`src/rtl/gvs_pkg.sv`:
```
// ----------------------------------------------------------------------------
// gvs_pkg
// Shared types, codes and timer helpers for the gate valve sequencer.
// ----------------------------------------------------------------------------
package gvs_pkg;

   localparam int TIMER_WIDTH = 16;
   localparam int CFG_WIDTH   = 16;
   localparam int CSR_IDX_W   = 8;
   localparam int CMP_WIDTH   = (TIMER_WIDTH > CFG_WIDTH) ? TIMER_WIDTH : CFG_WIDTH;

   typedef logic [TIMER_WIDTH-1:0] count_type;
   typedef logic [CFG_WIDTH-1:0]   cfg_type;

   // register indexes
   typedef enum logic [CSR_IDX_W-1:0] {
      CSR_ENTRY_CONFIRM = 8'd0,
      CSR_EXIT_CONFIRM  = 8'd1,
      CSR_TRAVEL_TMO    = 8'd2,
      CSR_BLINK_HALF    = 8'd3
   } csr_idx_type;

   localparam cfg_type ENTRY_CONFIRM_RST = 16'd1000;
   localparam cfg_type EXIT_CONFIRM_RST  = 16'd2000;
   localparam cfg_type TRAVEL_TMO_RST    = 16'd10000;
   localparam cfg_type BLINK_HALF_RST    = 16'd100;

   // valve position codes
   localparam logic [1:0] POS_CLOSED = 2'd0;
   localparam logic [1:0] POS_OPEN   = 2'd1;

   typedef enum logic [1:0] {
      MOT_BRAKE = 2'd0,
      MOT_OPEN  = 2'd1,
      MOT_CLOSE = 2'd2
   } motor_type;

   // sequencer states, one-hot
   typedef enum logic [7:0] {
      ST_STARTING = 8'b0000_0001,
      ST_CLOSING  = 8'b0000_0010,
      ST_CLOSED   = 8'b0000_0100,
      ST_ENTERING = 8'b0000_1000,
      ST_OPENING  = 8'b0001_0000,
      ST_OPEN     = 8'b0010_0000,
      ST_EXITING  = 8'b0100_0000,
      ST_ERROR    = 8'b1000_0000
   } state_type;

   // numeric state codes as reported
   localparam logic [2:0] SC_STARTING = 3'd0;
   localparam logic [2:0] SC_CLOSING  = 3'd1;
   localparam logic [2:0] SC_CLOSED   = 3'd2;
   localparam logic [2:0] SC_ENTERING = 3'd3;
   localparam logic [2:0] SC_OPENING  = 3'd4;
   localparam logic [2:0] SC_OPEN     = 3'd5;
   localparam logic [2:0] SC_EXITING  = 3'd6;
   localparam logic [2:0] SC_ERROR    = 3'd7;

   typedef enum logic [3:0] {
      EV_NONE          = 4'd0,
      EV_CLOSED        = 4'd1,
      EV_START_CLOSING = 4'd2,
      EV_TRAVEL_TMO    = 4'd3,
      EV_LOST_CLOSED   = 4'd4,
      EV_ENTERING      = 4'd5,
      EV_CONFIRMED     = 4'd6,
      EV_ENTRY_TMO     = 4'd7,
      EV_OPENED        = 4'd8,
      EV_LOST_OPEN     = 4'd9,
      EV_EXITING       = 4'd10,
      EV_PASSED        = 4'd11,
      EV_EXIT_TMO      = 4'd12,
      EV_ERROR         = 4'd13
   } event_type;

   typedef struct packed {
      logic      running;
      count_type count;
   } timer_type;

   typedef struct packed {
      logic [1:0] motor_drive;
      logic       red_led;
      logic       green_led;
      logic [2:0] control_state;
      logic [3:0] event_code;
   } rsp_type;

   // one tick of a running timer, saturating at all ones
   function automatic timer_type tmr_advance(timer_type t);
      timer_type r;
      r = t;
      if (t.running && (t.count != {TIMER_WIDTH{1'b1}})) begin
         r.count = t.count + count_type'(1);
      end
      return r;
   endfunction

   function automatic timer_type tmr_start();
      timer_type r;
      r.running = 1'b1;
      r.count   = '0;
      return r;
   endfunction

   function automatic logic tmr_expired(timer_type t, cfg_type dur);
      logic [CMP_WIDTH-1:0] c;
      logic [CMP_WIDTH-1:0] d;
      c = CMP_WIDTH'(t.count);
      d = CMP_WIDTH'(dur);
      return t.running && (c >= d);
   endfunction

   // state of a timer after it is read: a stopped timer starts, an expired one stops
   function automatic timer_type tmr_read(timer_type t, cfg_type dur);
      timer_type r;
      r = t;
      if (!t.running) begin
         r = tmr_start();
      end else if (tmr_expired(t, dur)) begin
         r.running = 1'b0;
      end
      return r;
   endfunction

   function automatic logic [2:0] state_code(state_type s);
      logic [2:0] c;
      unique case (s)
         ST_STARTING: c = SC_STARTING;
         ST_CLOSING:  c = SC_CLOSING;
         ST_CLOSED:   c = SC_CLOSED;
         ST_ENTERING: c = SC_ENTERING;
         ST_OPENING:  c = SC_OPENING;
         ST_OPEN:     c = SC_OPEN;
         ST_EXITING:  c = SC_EXITING;
         default:     c = SC_ERROR;
      endcase
      return c;
   endfunction

endpackage

```
`src/rtl/gvs_if.sv`:
```
// ----------------------------------------------------------------------------
// gvs channel interfaces
// Tick input, result and register write channels (valid/ready).
// ----------------------------------------------------------------------------
interface gvs_req_if;
   logic       valid;
   logic       ready;
   logic [1:0] valve_position;
   logic       entry_seen;
   logic       exit_seen;

   modport source (output valid, valve_position, entry_seen, exit_seen, input ready);
   modport sink   (input valid, valve_position, entry_seen, exit_seen, output ready);
endinterface

interface gvs_rsp_if;
   logic       valid;
   logic       ready;
   logic [1:0] motor_drive;
   logic       red_led;
   logic       green_led;
   logic [2:0] control_state;
   logic [3:0] event_code;

   modport source (output valid, motor_drive, red_led, green_led, control_state,
                   event_code, input ready);
   modport sink   (input valid, motor_drive, red_led, green_led, control_state,
                   event_code, output ready);
endinterface

interface gvs_csr_if;
   logic                         valid;
   logic                         ready;
   logic [gvs_pkg::CSR_IDX_W-1:0] index;
   logic [gvs_pkg::CFG_WIDTH-1:0] data;

   modport source (output valid, index, data, input ready);
   modport sink   (input valid, index, data, output ready);
endinterface

```
`src/rtl/gate_valve_sequencer_with_timeouts.sv`:
```
// ----------------------------------------------------------------------------
// gate_valve_sequencer_with_timeouts
// Eight-state gate valve sequencer with entry/exit/travel timeouts and a
// blinking red LED; one result item per tick item.
// ----------------------------------------------------------------------------
//
//  channel  | dir | accepted when        | payload
//  ---------+-----+----------------------+------------------------------------
//  req_ch   | in  | valid & ready        | valve_position, entry_seen, exit_seen
//  rsp_ch   | out | valid & ready        | motor_drive, red_led, green_led,
//           |     |                      | control_state, event_code
//  csr_ch   | in  | valid (ready tied 1) | index, data (16-bit registers 0..3)
//
//  One tick item per cycle while req_ch.ready is high; its result is written to
//  the output register, or to the skid entry while the output register is held.
//  All sequencer and timer updates for a tick happen in the accepting cycle.
//  A two-entry result buffer (output register plus skid) lets a new tick be
//  taken while one result waits; req_ch.ready drops only when both are full.
//  Synchronous active-high reset: starting state, timers stopped, motor brake,
//  red LED off, error unreported, registers at their defaults, result buffer empty.
//
module gate_valve_sequencer_with_timeouts (
   input  logic         clock,
   input  logic         reset,
   gvs_req_if.sink      req_ch,
   gvs_rsp_if.source    rsp_ch,
   gvs_csr_if.sink      csr_ch
);

   // configuration registers
   gvs_pkg::cfg_type entry_cfg_ff, exit_cfg_ff, travel_cfg_ff, blink_cfg_ff;

   // sequencer state
   gvs_pkg::state_type  state_ff, state_in;
   gvs_pkg::timer_type  entry_tmr_ff, entry_tmr_in;
   gvs_pkg::timer_type  exit_tmr_ff, exit_tmr_in;
   gvs_pkg::timer_type  travel_tmr_ff, travel_tmr_in;
   gvs_pkg::timer_type  blink_tmr_ff, blink_tmr_in;
   gvs_pkg::motor_type  motor_ff, motor_in;
   logic                red_ff, red_in;
   logic                err_rep_ff, err_rep_in;
   gvs_pkg::event_type  ev;

   // result buffer
   gvs_pkg::rsp_type    out_ff, skid_ff, result;
   logic                out_vld_ff, skid_vld_ff;

   // advanced timers (start-of-tick count)
   gvs_pkg::timer_type  entry_adv, exit_adv, travel_adv, blink_adv;

   logic push, pop;

   assign csr_ch.ready = 1'b1;
   assign req_ch.ready = ~skid_vld_ff;
   assign push = req_ch.valid & req_ch.ready;
   assign pop  = out_vld_ff & rsp_ch.ready;

   // ---------------------------------------------------------------------
   // register writes; unknown indexes are dropped
   // ---------------------------------------------------------------------
   always_ff @(posedge clock) begin
      if (reset) begin
         entry_cfg_ff  <= gvs_pkg::ENTRY_CONFIRM_RST;
         exit_cfg_ff   <= gvs_pkg::EXIT_CONFIRM_RST;
         travel_cfg_ff <= gvs_pkg::TRAVEL_TMO_RST;
         blink_cfg_ff  <= gvs_pkg::BLINK_HALF_RST;
      end else if (csr_ch.valid) begin
         unique case (csr_ch.index)
            gvs_pkg::CSR_ENTRY_CONFIRM: entry_cfg_ff  <= csr_ch.data;
            gvs_pkg::CSR_EXIT_CONFIRM:  exit_cfg_ff   <= csr_ch.data;
            gvs_pkg::CSR_TRAVEL_TMO:    travel_cfg_ff <= csr_ch.data;
            gvs_pkg::CSR_BLINK_HALF:    blink_cfg_ff  <= csr_ch.data;
            default: ;
         endcase
      end
   end

   // ---------------------------------------------------------------------
   // one tick of the sequencer
   // ---------------------------------------------------------------------
   always_comb begin
      entry_adv  = gvs_pkg::tmr_advance(entry_tmr_ff);
      exit_adv   = gvs_pkg::tmr_advance(exit_tmr_ff);
      travel_adv = gvs_pkg::tmr_advance(travel_tmr_ff);
      blink_adv  = gvs_pkg::tmr_advance(blink_tmr_ff);

      state_in      = state_ff;
      entry_tmr_in  = entry_adv;
      exit_tmr_in   = exit_adv;
      travel_tmr_in = travel_adv;
      blink_tmr_in  = blink_adv;
      motor_in      = motor_ff;
      red_in        = red_ff;
      err_rep_in    = err_rep_ff;
      ev            = gvs_pkg::EV_NONE;

      unique case (state_ff)
         gvs_pkg::ST_STARTING: begin
            if (req_ch.valve_position == gvs_pkg::POS_CLOSED) begin
               state_in = gvs_pkg::ST_CLOSED;
               ev       = gvs_pkg::EV_CLOSED;
            end else begin
               travel_tmr_in = gvs_pkg::tmr_start();
               motor_in      = gvs_pkg::MOT_CLOSE;
               state_in      = gvs_pkg::ST_CLOSING;
               ev            = gvs_pkg::EV_START_CLOSING;
            end
         end
         gvs_pkg::ST_CLOSING: begin
            blink_tmr_in = gvs_pkg::tmr_read(blink_adv, blink_cfg_ff);
            if (gvs_pkg::tmr_expired(blink_adv, blink_cfg_ff)) red_in = ~red_ff;
            travel_tmr_in = gvs_pkg::tmr_read(travel_adv, travel_cfg_ff);
            // arrival beats a timeout in the same tick
            if (req_ch.valve_position == gvs_pkg::POS_CLOSED) begin
               motor_in = gvs_pkg::MOT_BRAKE;
               red_in   = 1'b0;
               state_in = gvs_pkg::ST_CLOSED;
               ev       = gvs_pkg::EV_CLOSED;
            end else if (gvs_pkg::tmr_expired(travel_adv, travel_cfg_ff)) begin
               motor_in = gvs_pkg::MOT_BRAKE;
               state_in = gvs_pkg::ST_ERROR;
               ev       = gvs_pkg::EV_TRAVEL_TMO;
            end
         end
         gvs_pkg::ST_CLOSED: begin
            if (req_ch.valve_position != gvs_pkg::POS_CLOSED) begin
               travel_tmr_in = gvs_pkg::tmr_start();
               motor_in      = gvs_pkg::MOT_CLOSE;
               state_in      = gvs_pkg::ST_CLOSING;
               ev            = gvs_pkg::EV_LOST_CLOSED;
            end else if (req_ch.entry_seen) begin
               entry_tmr_in = gvs_pkg::tmr_start();
               state_in     = gvs_pkg::ST_ENTERING;
               ev           = gvs_pkg::EV_ENTERING;
            end
         end
         gvs_pkg::ST_ENTERING: begin
            entry_tmr_in = gvs_pkg::tmr_read(entry_adv, entry_cfg_ff);
            if (gvs_pkg::tmr_expired(entry_adv, entry_cfg_ff)) begin
               if (req_ch.entry_seen) begin
                  travel_tmr_in = gvs_pkg::tmr_start();
                  motor_in      = gvs_pkg::MOT_OPEN;
                  state_in      = gvs_pkg::ST_OPENING;
                  ev            = gvs_pkg::EV_CONFIRMED;
               end else begin
                  red_in   = 1'b0;
                  state_in = gvs_pkg::ST_CLOSED;
                  ev       = gvs_pkg::EV_ENTRY_TMO;
               end
            end
         end
         gvs_pkg::ST_OPENING: begin
            blink_tmr_in = gvs_pkg::tmr_read(blink_adv, blink_cfg_ff);
            if (gvs_pkg::tmr_expired(blink_adv, blink_cfg_ff)) red_in = ~red_ff;
            travel_tmr_in = gvs_pkg::tmr_read(travel_adv, travel_cfg_ff);
            if (req_ch.valve_position == gvs_pkg::POS_OPEN) begin
               motor_in = gvs_pkg::MOT_BRAKE;
               red_in   = 1'b0;
               state_in = gvs_pkg::ST_OPEN;
               ev       = gvs_pkg::EV_OPENED;
            end else if (gvs_pkg::tmr_expired(travel_adv, travel_cfg_ff)) begin
               motor_in = gvs_pkg::MOT_BRAKE;
               state_in = gvs_pkg::ST_ERROR;
               ev       = gvs_pkg::EV_TRAVEL_TMO;
            end
         end
         gvs_pkg::ST_OPEN: begin
            if (req_ch.valve_position != gvs_pkg::POS_OPEN) begin
               travel_tmr_in = gvs_pkg::tmr_start();
               motor_in      = gvs_pkg::MOT_OPEN;
               state_in      = gvs_pkg::ST_OPENING;
               ev            = gvs_pkg::EV_LOST_OPEN;
            end else if (req_ch.exit_seen) begin
               exit_tmr_in = gvs_pkg::tmr_start();
               state_in    = gvs_pkg::ST_EXITING;
               ev          = gvs_pkg::EV_EXITING;
            end
         end
         gvs_pkg::ST_EXITING: begin
            exit_tmr_in = gvs_pkg::tmr_read(exit_adv, exit_cfg_ff);
            if (gvs_pkg::tmr_expired(exit_adv, exit_cfg_ff)) begin
               if (!req_ch.exit_seen) begin
                  travel_tmr_in = gvs_pkg::tmr_start();
                  motor_in      = gvs_pkg::MOT_CLOSE;
                  state_in      = gvs_pkg::ST_CLOSING;
                  ev            = gvs_pkg::EV_PASSED;
               end else begin
                  state_in = gvs_pkg::ST_ERROR;
                  ev       = gvs_pkg::EV_EXIT_TMO;
               end
            end
         end
         default: begin
            // error latches; report it once
            if (!err_rep_ff) begin
               err_rep_in = 1'b1;
               red_in     = 1'b1;
               ev         = gvs_pkg::EV_ERROR;
            end
         end
      endcase

      result.motor_drive   = motor_in;
      result.red_led       = red_in;
      result.green_led     = ~err_rep_in;
      result.control_state = gvs_pkg::state_code(state_in);
      result.event_code    = ev;
   end

   always_ff @(posedge clock) begin
      if (reset) begin
         state_ff      <= gvs_pkg::ST_STARTING;
         entry_tmr_ff  <= '0;
         exit_tmr_ff   <= '0;
         travel_tmr_ff <= '0;
         blink_tmr_ff  <= '0;
         motor_ff      <= gvs_pkg::MOT_BRAKE;
         red_ff        <= 1'b0;
         err_rep_ff    <= 1'b0;
      end else if (push) begin
         state_ff      <= state_in;
         entry_tmr_ff  <= entry_tmr_in;
         exit_tmr_ff   <= exit_tmr_in;
         travel_tmr_ff <= travel_tmr_in;
         blink_tmr_ff  <= blink_tmr_in;
         motor_ff      <= motor_in;
         red_ff        <= red_in;
         err_rep_ff    <= err_rep_in;
      end
   end

   // ---------------------------------------------------------------------
   // result buffer: output register plus skid entry
   // ---------------------------------------------------------------------
   always_ff @(posedge clock) begin
      if (reset) begin
         out_vld_ff  <= 1'b0;
         skid_vld_ff <= 1'b0;
      end else if (skid_vld_ff) begin
         if (pop) begin
            out_vld_ff  <= 1'b1;
            skid_vld_ff <= 1'b0;
         end
      end else if (!out_vld_ff || pop) begin
         out_vld_ff <= push;
      end else if (push) begin
         skid_vld_ff <= 1'b1;
      end
   end

   always_ff @(posedge clock) begin
      if (skid_vld_ff) begin
         if (pop) out_ff <= skid_ff;
      end else if (!out_vld_ff || pop) begin
         if (push) out_ff <= result;
      end else if (push) begin
         skid_ff <= result;
      end
   end

   assign rsp_ch.valid         = out_vld_ff;
   assign rsp_ch.motor_drive   = out_ff.motor_drive;
   assign rsp_ch.red_led       = out_ff.red_led;
   assign rsp_ch.green_led     = out_ff.green_led;
   assign rsp_ch.control_state = out_ff.control_state;
   assign rsp_ch.event_code    = out_ff.event_code;

endmodule

```
`src/flat_wrapper.sv`:
```
// flat-port wrapper written by rule: the top's interface ports become plain ports
module gate_valve_sequencer_with_timeouts_flat 
  (clock, reset, req_ch_valid, req_ch_valve_position, req_ch_entry_seen, req_ch_exit_seen, req_ch_ready, rsp_ch_valid, rsp_ch_motor_drive, rsp_ch_red_led, rsp_ch_green_led, rsp_ch_control_state, rsp_ch_event_code, rsp_ch_ready, csr_ch_valid, csr_ch_index, csr_ch_data, csr_ch_ready);
  gvs_req_if req_ch_i ();
  gvs_rsp_if rsp_ch_i ();
  gvs_csr_if csr_ch_i ();
  input  logic clock;
  input  logic reset;
  input wire logic [$bits(req_ch_i.valid)-1:0] req_ch_valid;
  input wire logic [$bits(req_ch_i.valve_position)-1:0] req_ch_valve_position;
  input wire logic [$bits(req_ch_i.entry_seen)-1:0] req_ch_entry_seen;
  input wire logic [$bits(req_ch_i.exit_seen)-1:0] req_ch_exit_seen;
  output wire logic [$bits(req_ch_i.ready)-1:0] req_ch_ready;
  output wire logic [$bits(rsp_ch_i.valid)-1:0] rsp_ch_valid;
  output wire logic [$bits(rsp_ch_i.motor_drive)-1:0] rsp_ch_motor_drive;
  output wire logic [$bits(rsp_ch_i.red_led)-1:0] rsp_ch_red_led;
  output wire logic [$bits(rsp_ch_i.green_led)-1:0] rsp_ch_green_led;
  output wire logic [$bits(rsp_ch_i.control_state)-1:0] rsp_ch_control_state;
  output wire logic [$bits(rsp_ch_i.event_code)-1:0] rsp_ch_event_code;
  input wire logic [$bits(rsp_ch_i.ready)-1:0] rsp_ch_ready;
  input wire logic [$bits(csr_ch_i.valid)-1:0] csr_ch_valid;
  input wire logic [$bits(csr_ch_i.index)-1:0] csr_ch_index;
  input wire logic [$bits(csr_ch_i.data)-1:0] csr_ch_data;
  output wire logic [$bits(csr_ch_i.ready)-1:0] csr_ch_ready;
  assign req_ch_i.valid = req_ch_valid;
  assign req_ch_i.valve_position = req_ch_valve_position;
  assign req_ch_i.entry_seen = req_ch_entry_seen;
  assign req_ch_i.exit_seen = req_ch_exit_seen;
  assign req_ch_ready = req_ch_i.ready;
  assign rsp_ch_valid = rsp_ch_i.valid;
  assign rsp_ch_motor_drive = rsp_ch_i.motor_drive;
  assign rsp_ch_red_led = rsp_ch_i.red_led;
  assign rsp_ch_green_led = rsp_ch_i.green_led;
  assign rsp_ch_control_state = rsp_ch_i.control_state;
  assign rsp_ch_event_code = rsp_ch_i.event_code;
  assign rsp_ch_i.ready = rsp_ch_ready;
  assign csr_ch_i.valid = csr_ch_valid;
  assign csr_ch_i.index = csr_ch_index;
  assign csr_ch_i.data = csr_ch_data;
  assign csr_ch_ready = csr_ch_i.ready;
  gate_valve_sequencer_with_timeouts u_core (.clock(clock), .reset(reset), .req_ch(req_ch_i), .rsp_ch(rsp_ch_i), .csr_ch(csr_ch_i));
endmodule
```
`config.mk`:
```
export PLATFORM = sky130hd
export DESIGN_NAME = gate_valve_sequencer_with_timeouts_flat
export DESIGN_NICKNAME = d
export VERILOG_FILES = /design/src/rtl/gvs_pkg.sv /design/src/rtl/gvs_if.sv /design/src/rtl/gate_valve_sequencer_with_timeouts.sv /design/src/flat_wrapper.sv
export SDC_FILE = /design/constraint.sdc
export NUM_CORES = 1
export LEC_CHECK = 0
export BUFFER_PORTS_ARGS = -buffer_cell sky130_fd_sc_hd__buf_2
export CAP_MARGIN = 20
export CORE_MARGIN = 8
export CORE_UTILIZATION = 31
export DETAILED_ROUTE_END_ITERATION = 7
export HOLD_SLACK_MARGIN = 0.05
export PLACE_DENSITY = 0.57
export SLEW_MARGIN = 0
export SYNTH_ARGS = -nofsm -noshare
export SYNTH_HDL_FRONTEND = slang
export SYNTH_SLANG_ARGS = --single-unit
export TNS_END_PERCENT = 100
```
`constraint.sdc`:
```
create_clock -name clock -period 5.11 [get_ports clock]
set_clock_uncertainty 0.1 [all_clocks]
set_input_delay 1.533 -clock clock [delete_from_list [all_inputs] [get_ports clock]]
set_output_delay 1.533 -clock clock [all_outputs]
set_load 0.02 [all_outputs]
```
==> qor.yml <==
synthTopCellsByArea: "dfxtp_1 29%, ha_1 8.6%, edfxtp_1 6.7%, nor2_1 5.8%, nand2_1 5.7%"
yosysSeqAreaShare_pct: 36.13
vias: 8871
synth_edf_count: 22
max_freq_mhz: 201.7
grt_pass1_vias: 8350
swShare_pct: 28.93
rrSetupSlack_ns: 0.15
ant_nets: 0
start_util_pct: 31.43
cp_data_required_time_ns: 5.19
power_frac_comb_pct: 15.2
layout_min_cycle_time_ns: 4.959
antenna-diode-count: 0
worstRegToRegCells: 19
synth_area_leader_cell: "dfxtp_1"
clkPwrFrac_pct: 40.5
post-route-period-util_pct: 97.04
drive_gt1_share_pct: 15.45
max_cap_violations: 0
clk_root_buffer_cell: "clkbuf_16"
path_clk_slew_ns: 0.06
hold_end: "u_core.travel_cfg_ff[5]"
final_area_um2: 11580
synth.avg_cell_area_um2: 8.149
status: "completed"
syn_area_um2: 9917
yosysMostFrequentCell: "nor2_1"
die_area_um2: 37970
rows: 65
r2r_end: "u_core.rsp_ch.control_state[0]"
ir_drop_v: 0.0002489
die-height_um: 194.9
tightestPinTransition_ns: 1.066
p_int_uw: 2267
critPathCaptureType: "register"
hold_depth: 2
cts_buffers: 17
grt_max_degree: 80
cts_tree: "done"
grt_first_pass_wirelength_mm: 44.22
core_um2: 31560
max_slew_margin_pct: 28.94
setup_tns_ns: 0
powerDensity_nw_per_um2: 275.4
pwr-share-seq_pct: 44.3
worstPathMaxFanout: 7
r2r_start: "u_core.exit_tmr_ff[6]"
cp-start-kind: "register"
insertion_delay_ns: 0.44
clk_path_buf_depth: 2
vias_per_cell: 5.249
rsz0062_at_grt: "yes"
crit_arrival_ns: 5.04
antenna_found_initial: 0
async_flop_share_pct: 0
yosys-top-cells-count: "153 x nor2_1, 150 x nand2_1, 146 x dfxtp_1"
io_pins: 47
p_switching_uw: 922.9
routed_wl_mm: 27.68
grt_overflow: 0
yosysTopAreaCellShare_pct: 29.47
setup_viol_count_final: 0
hold_buffers: 0
synth_ff_type: "dfxtp_1"
drt_iter0_markers: 565
utilization_pct: 36.70
place_area_um2: 10680
gp_congestion: 0.9202
cts_max_level: 4
nNetsFinal: 1376
min_from: "u_core.travel_cfg_ff[5]"
first_pass_iters: 5
finalMaxSlewViolations: 0
dp_hpwl_mm: 20.06
ys_seq_elements: 168
hp-class: "register to register"
syn2layout_area_growth_pct: 16.78
power.leakage_uw: 0.004543
ys_types: 85
crit_type: "register to register"
gr-usage-all-layers_pct: 14.31
remaining_drc_errors: 0
io_buffers: 45
synth_nets: 1318
finalHoldViolCount: 0
wl_per_cell_um: 16.38
cts_sinks: 168
die_w_um: 194.9
ys_warn_count: 0
synth_cells: 1217
-- state kept, by name, summed over array words and instances (netlist names), 2 cells and up --
name and count:
u_core.rsp_ch.motor_drive 2, u_core.travel_tmr_ff 16, u_core.exit_tmr_ff 16, u_core.blink_cfg_ff 16
u_core.rsp_ch.event_code 4, u_core.rsp_ch.control_state 3, u_core.entry_tmr_ff 16, u_core.skid_ff 11
u_core.entry_cfg_ff 16, u_core.blink_tmr_ff 16, u_core.travel_cfg_ff 16, u_core.motor_ff 2
u_core.exit_cfg_ff 16, u_core.state_ff 8
-- layout make-up --
| cell class | instances | area (um2) |
|---|---|---|
| Inverter | 72 | 270.3 |
| Tap cell | 402 | 503.0 |
| Fill cell | 3308 | 19970 |
| Sequential cell | 168 | 3602 |
| Timing Repair Buffer | 99 | 645.6 |
| Clock buffer | 19 | 442.9 |
| Clock inverter | 13 | 135.1 |
| Multi-Input combinational cell | 917 | 5982 |
-- placed cells by master, fill, tap and decap left out, drive strengths merged, types with 40 or more instances in the layout --
master | netlist | layout
nand2 | 150 | 150
inv | 72 | 78
a21oi | 96 | 96
ha | 68 | 68
xnor2 | 47 | 47
nand3 | 40 | 40
nor2 | 154 | 154
dfxtp | 146 | 146
buf | 8 | 99
a22oi | 48 | 48
-- worst max path at each step --
stage | start | end | slack (ns)
2_1_floorplan | u_core.entry_tmr_ff[2] | u_core.rsp_ch.control_state[2] | 0.06
3_3_place_gp | u_core.exit_tmr_ff[6] | u_core.rsp_ch.control_state[0] | 0.03
3_5_place_dp | u_core.exit_tmr_ff[6] | u_core.rsp_ch.control_state[0] | -0.12
6_report | u_core.exit_tmr_ff[6] | u_core.rsp_ch.control_state[0] | 0.15
5_1_grt | u_core.exit_tmr_ff[6] | u_core.rsp_ch.control_state[0] | -0.08
4_1_cts | u_core.entry_tmr_ff[8] | u_core.skid_ff[4] | 0.002
-- worst max-delay path: stages (launching register included) --
cell and delay (ns):
dfxtp_2 0.34, and4_1 0.20, nand4_1 0.16, nor2_2 0.16, nand4_1 0.16, o21a_1 0.23
nand4_1 0.24, nor2_2 0.10, xnor2_2 0.16, ha_1 0.32, nand4_1 0.17, nor3_2 0.22
or4b_4 0.51, a31o_4 0.28, or3_4 0.34, or2_4 0.29, a221oi_4 0.32, nand4_1 0.17
mux2i_1 0.16, a31oi_1 0.05
-- layer usage --
| layer | GRT usage (%) | part of all wire, % |
|---|---|---|
| met5 | 0 | 0 |
| met3 | 2.660 | 4.1 |
| met4 | 4.492 | 1.5 |
| met2 | 22.40 | 44 |
| met1 | 19.63 | 50 |
-- through the flow --
stage | hold slack, ns | cells | worst slack, ns | total power, uW
floorplan | 0.3319 | 1217 | 0.06216 | 1738
global placement | 0.3392 | 1638 | 0.03416 | 1892
global route | 0.3657 | 1690 | -0.08414 | 3322
CTS | 0.3540 | 1672 | 0.001703 | 3189
finish | 0.3542 | 1690 | 0.1512 | 3190
detailed placement | 0.3463 | 1638 | -0.1152 | 1896
-- power groups by stage --
stage	sequential, uW	clock (uW)	combinational [uW]
2_1_floorplan	1450	0	288
3_3_place_gp	1440	0	449
3_5_place_dp	1440	0	452
4_1_cts	1410	1320	454
5_1_grt	1420	1380	525
6_report	1410	1290	484
-- logic make-up (layout without fill, tap and decap cells) --
group / after synthesis / after routing / synth area share (%)
xor gates and xnor gates: 65 / 65 / 5.741
muxes: 13 / 13 / 1.489
AOI/OAI and AO/OA: 279 / 279 / 19.28
and+or+nand+nor: 491 / 491 / 23.56
DFF: 168 / 168 / 36.13
other: 1 / 1 / 0.03781
adders and majority gates: 68 / 68 / 8.579
buffers and inverters: 132 / 203 / 5.185
-- what timing repair did --
| item | in CTS | in global routing |
|---|---|---|
| pin swaps | 1 | 28 |
| setup buffers | 2 | 18 |
| resized for setup | 2 | 40 |
| endpoints found under the setup margin | 6 | 28 |
| cloned | 0 | 0 |
Power figures use the tool's default switching activity.
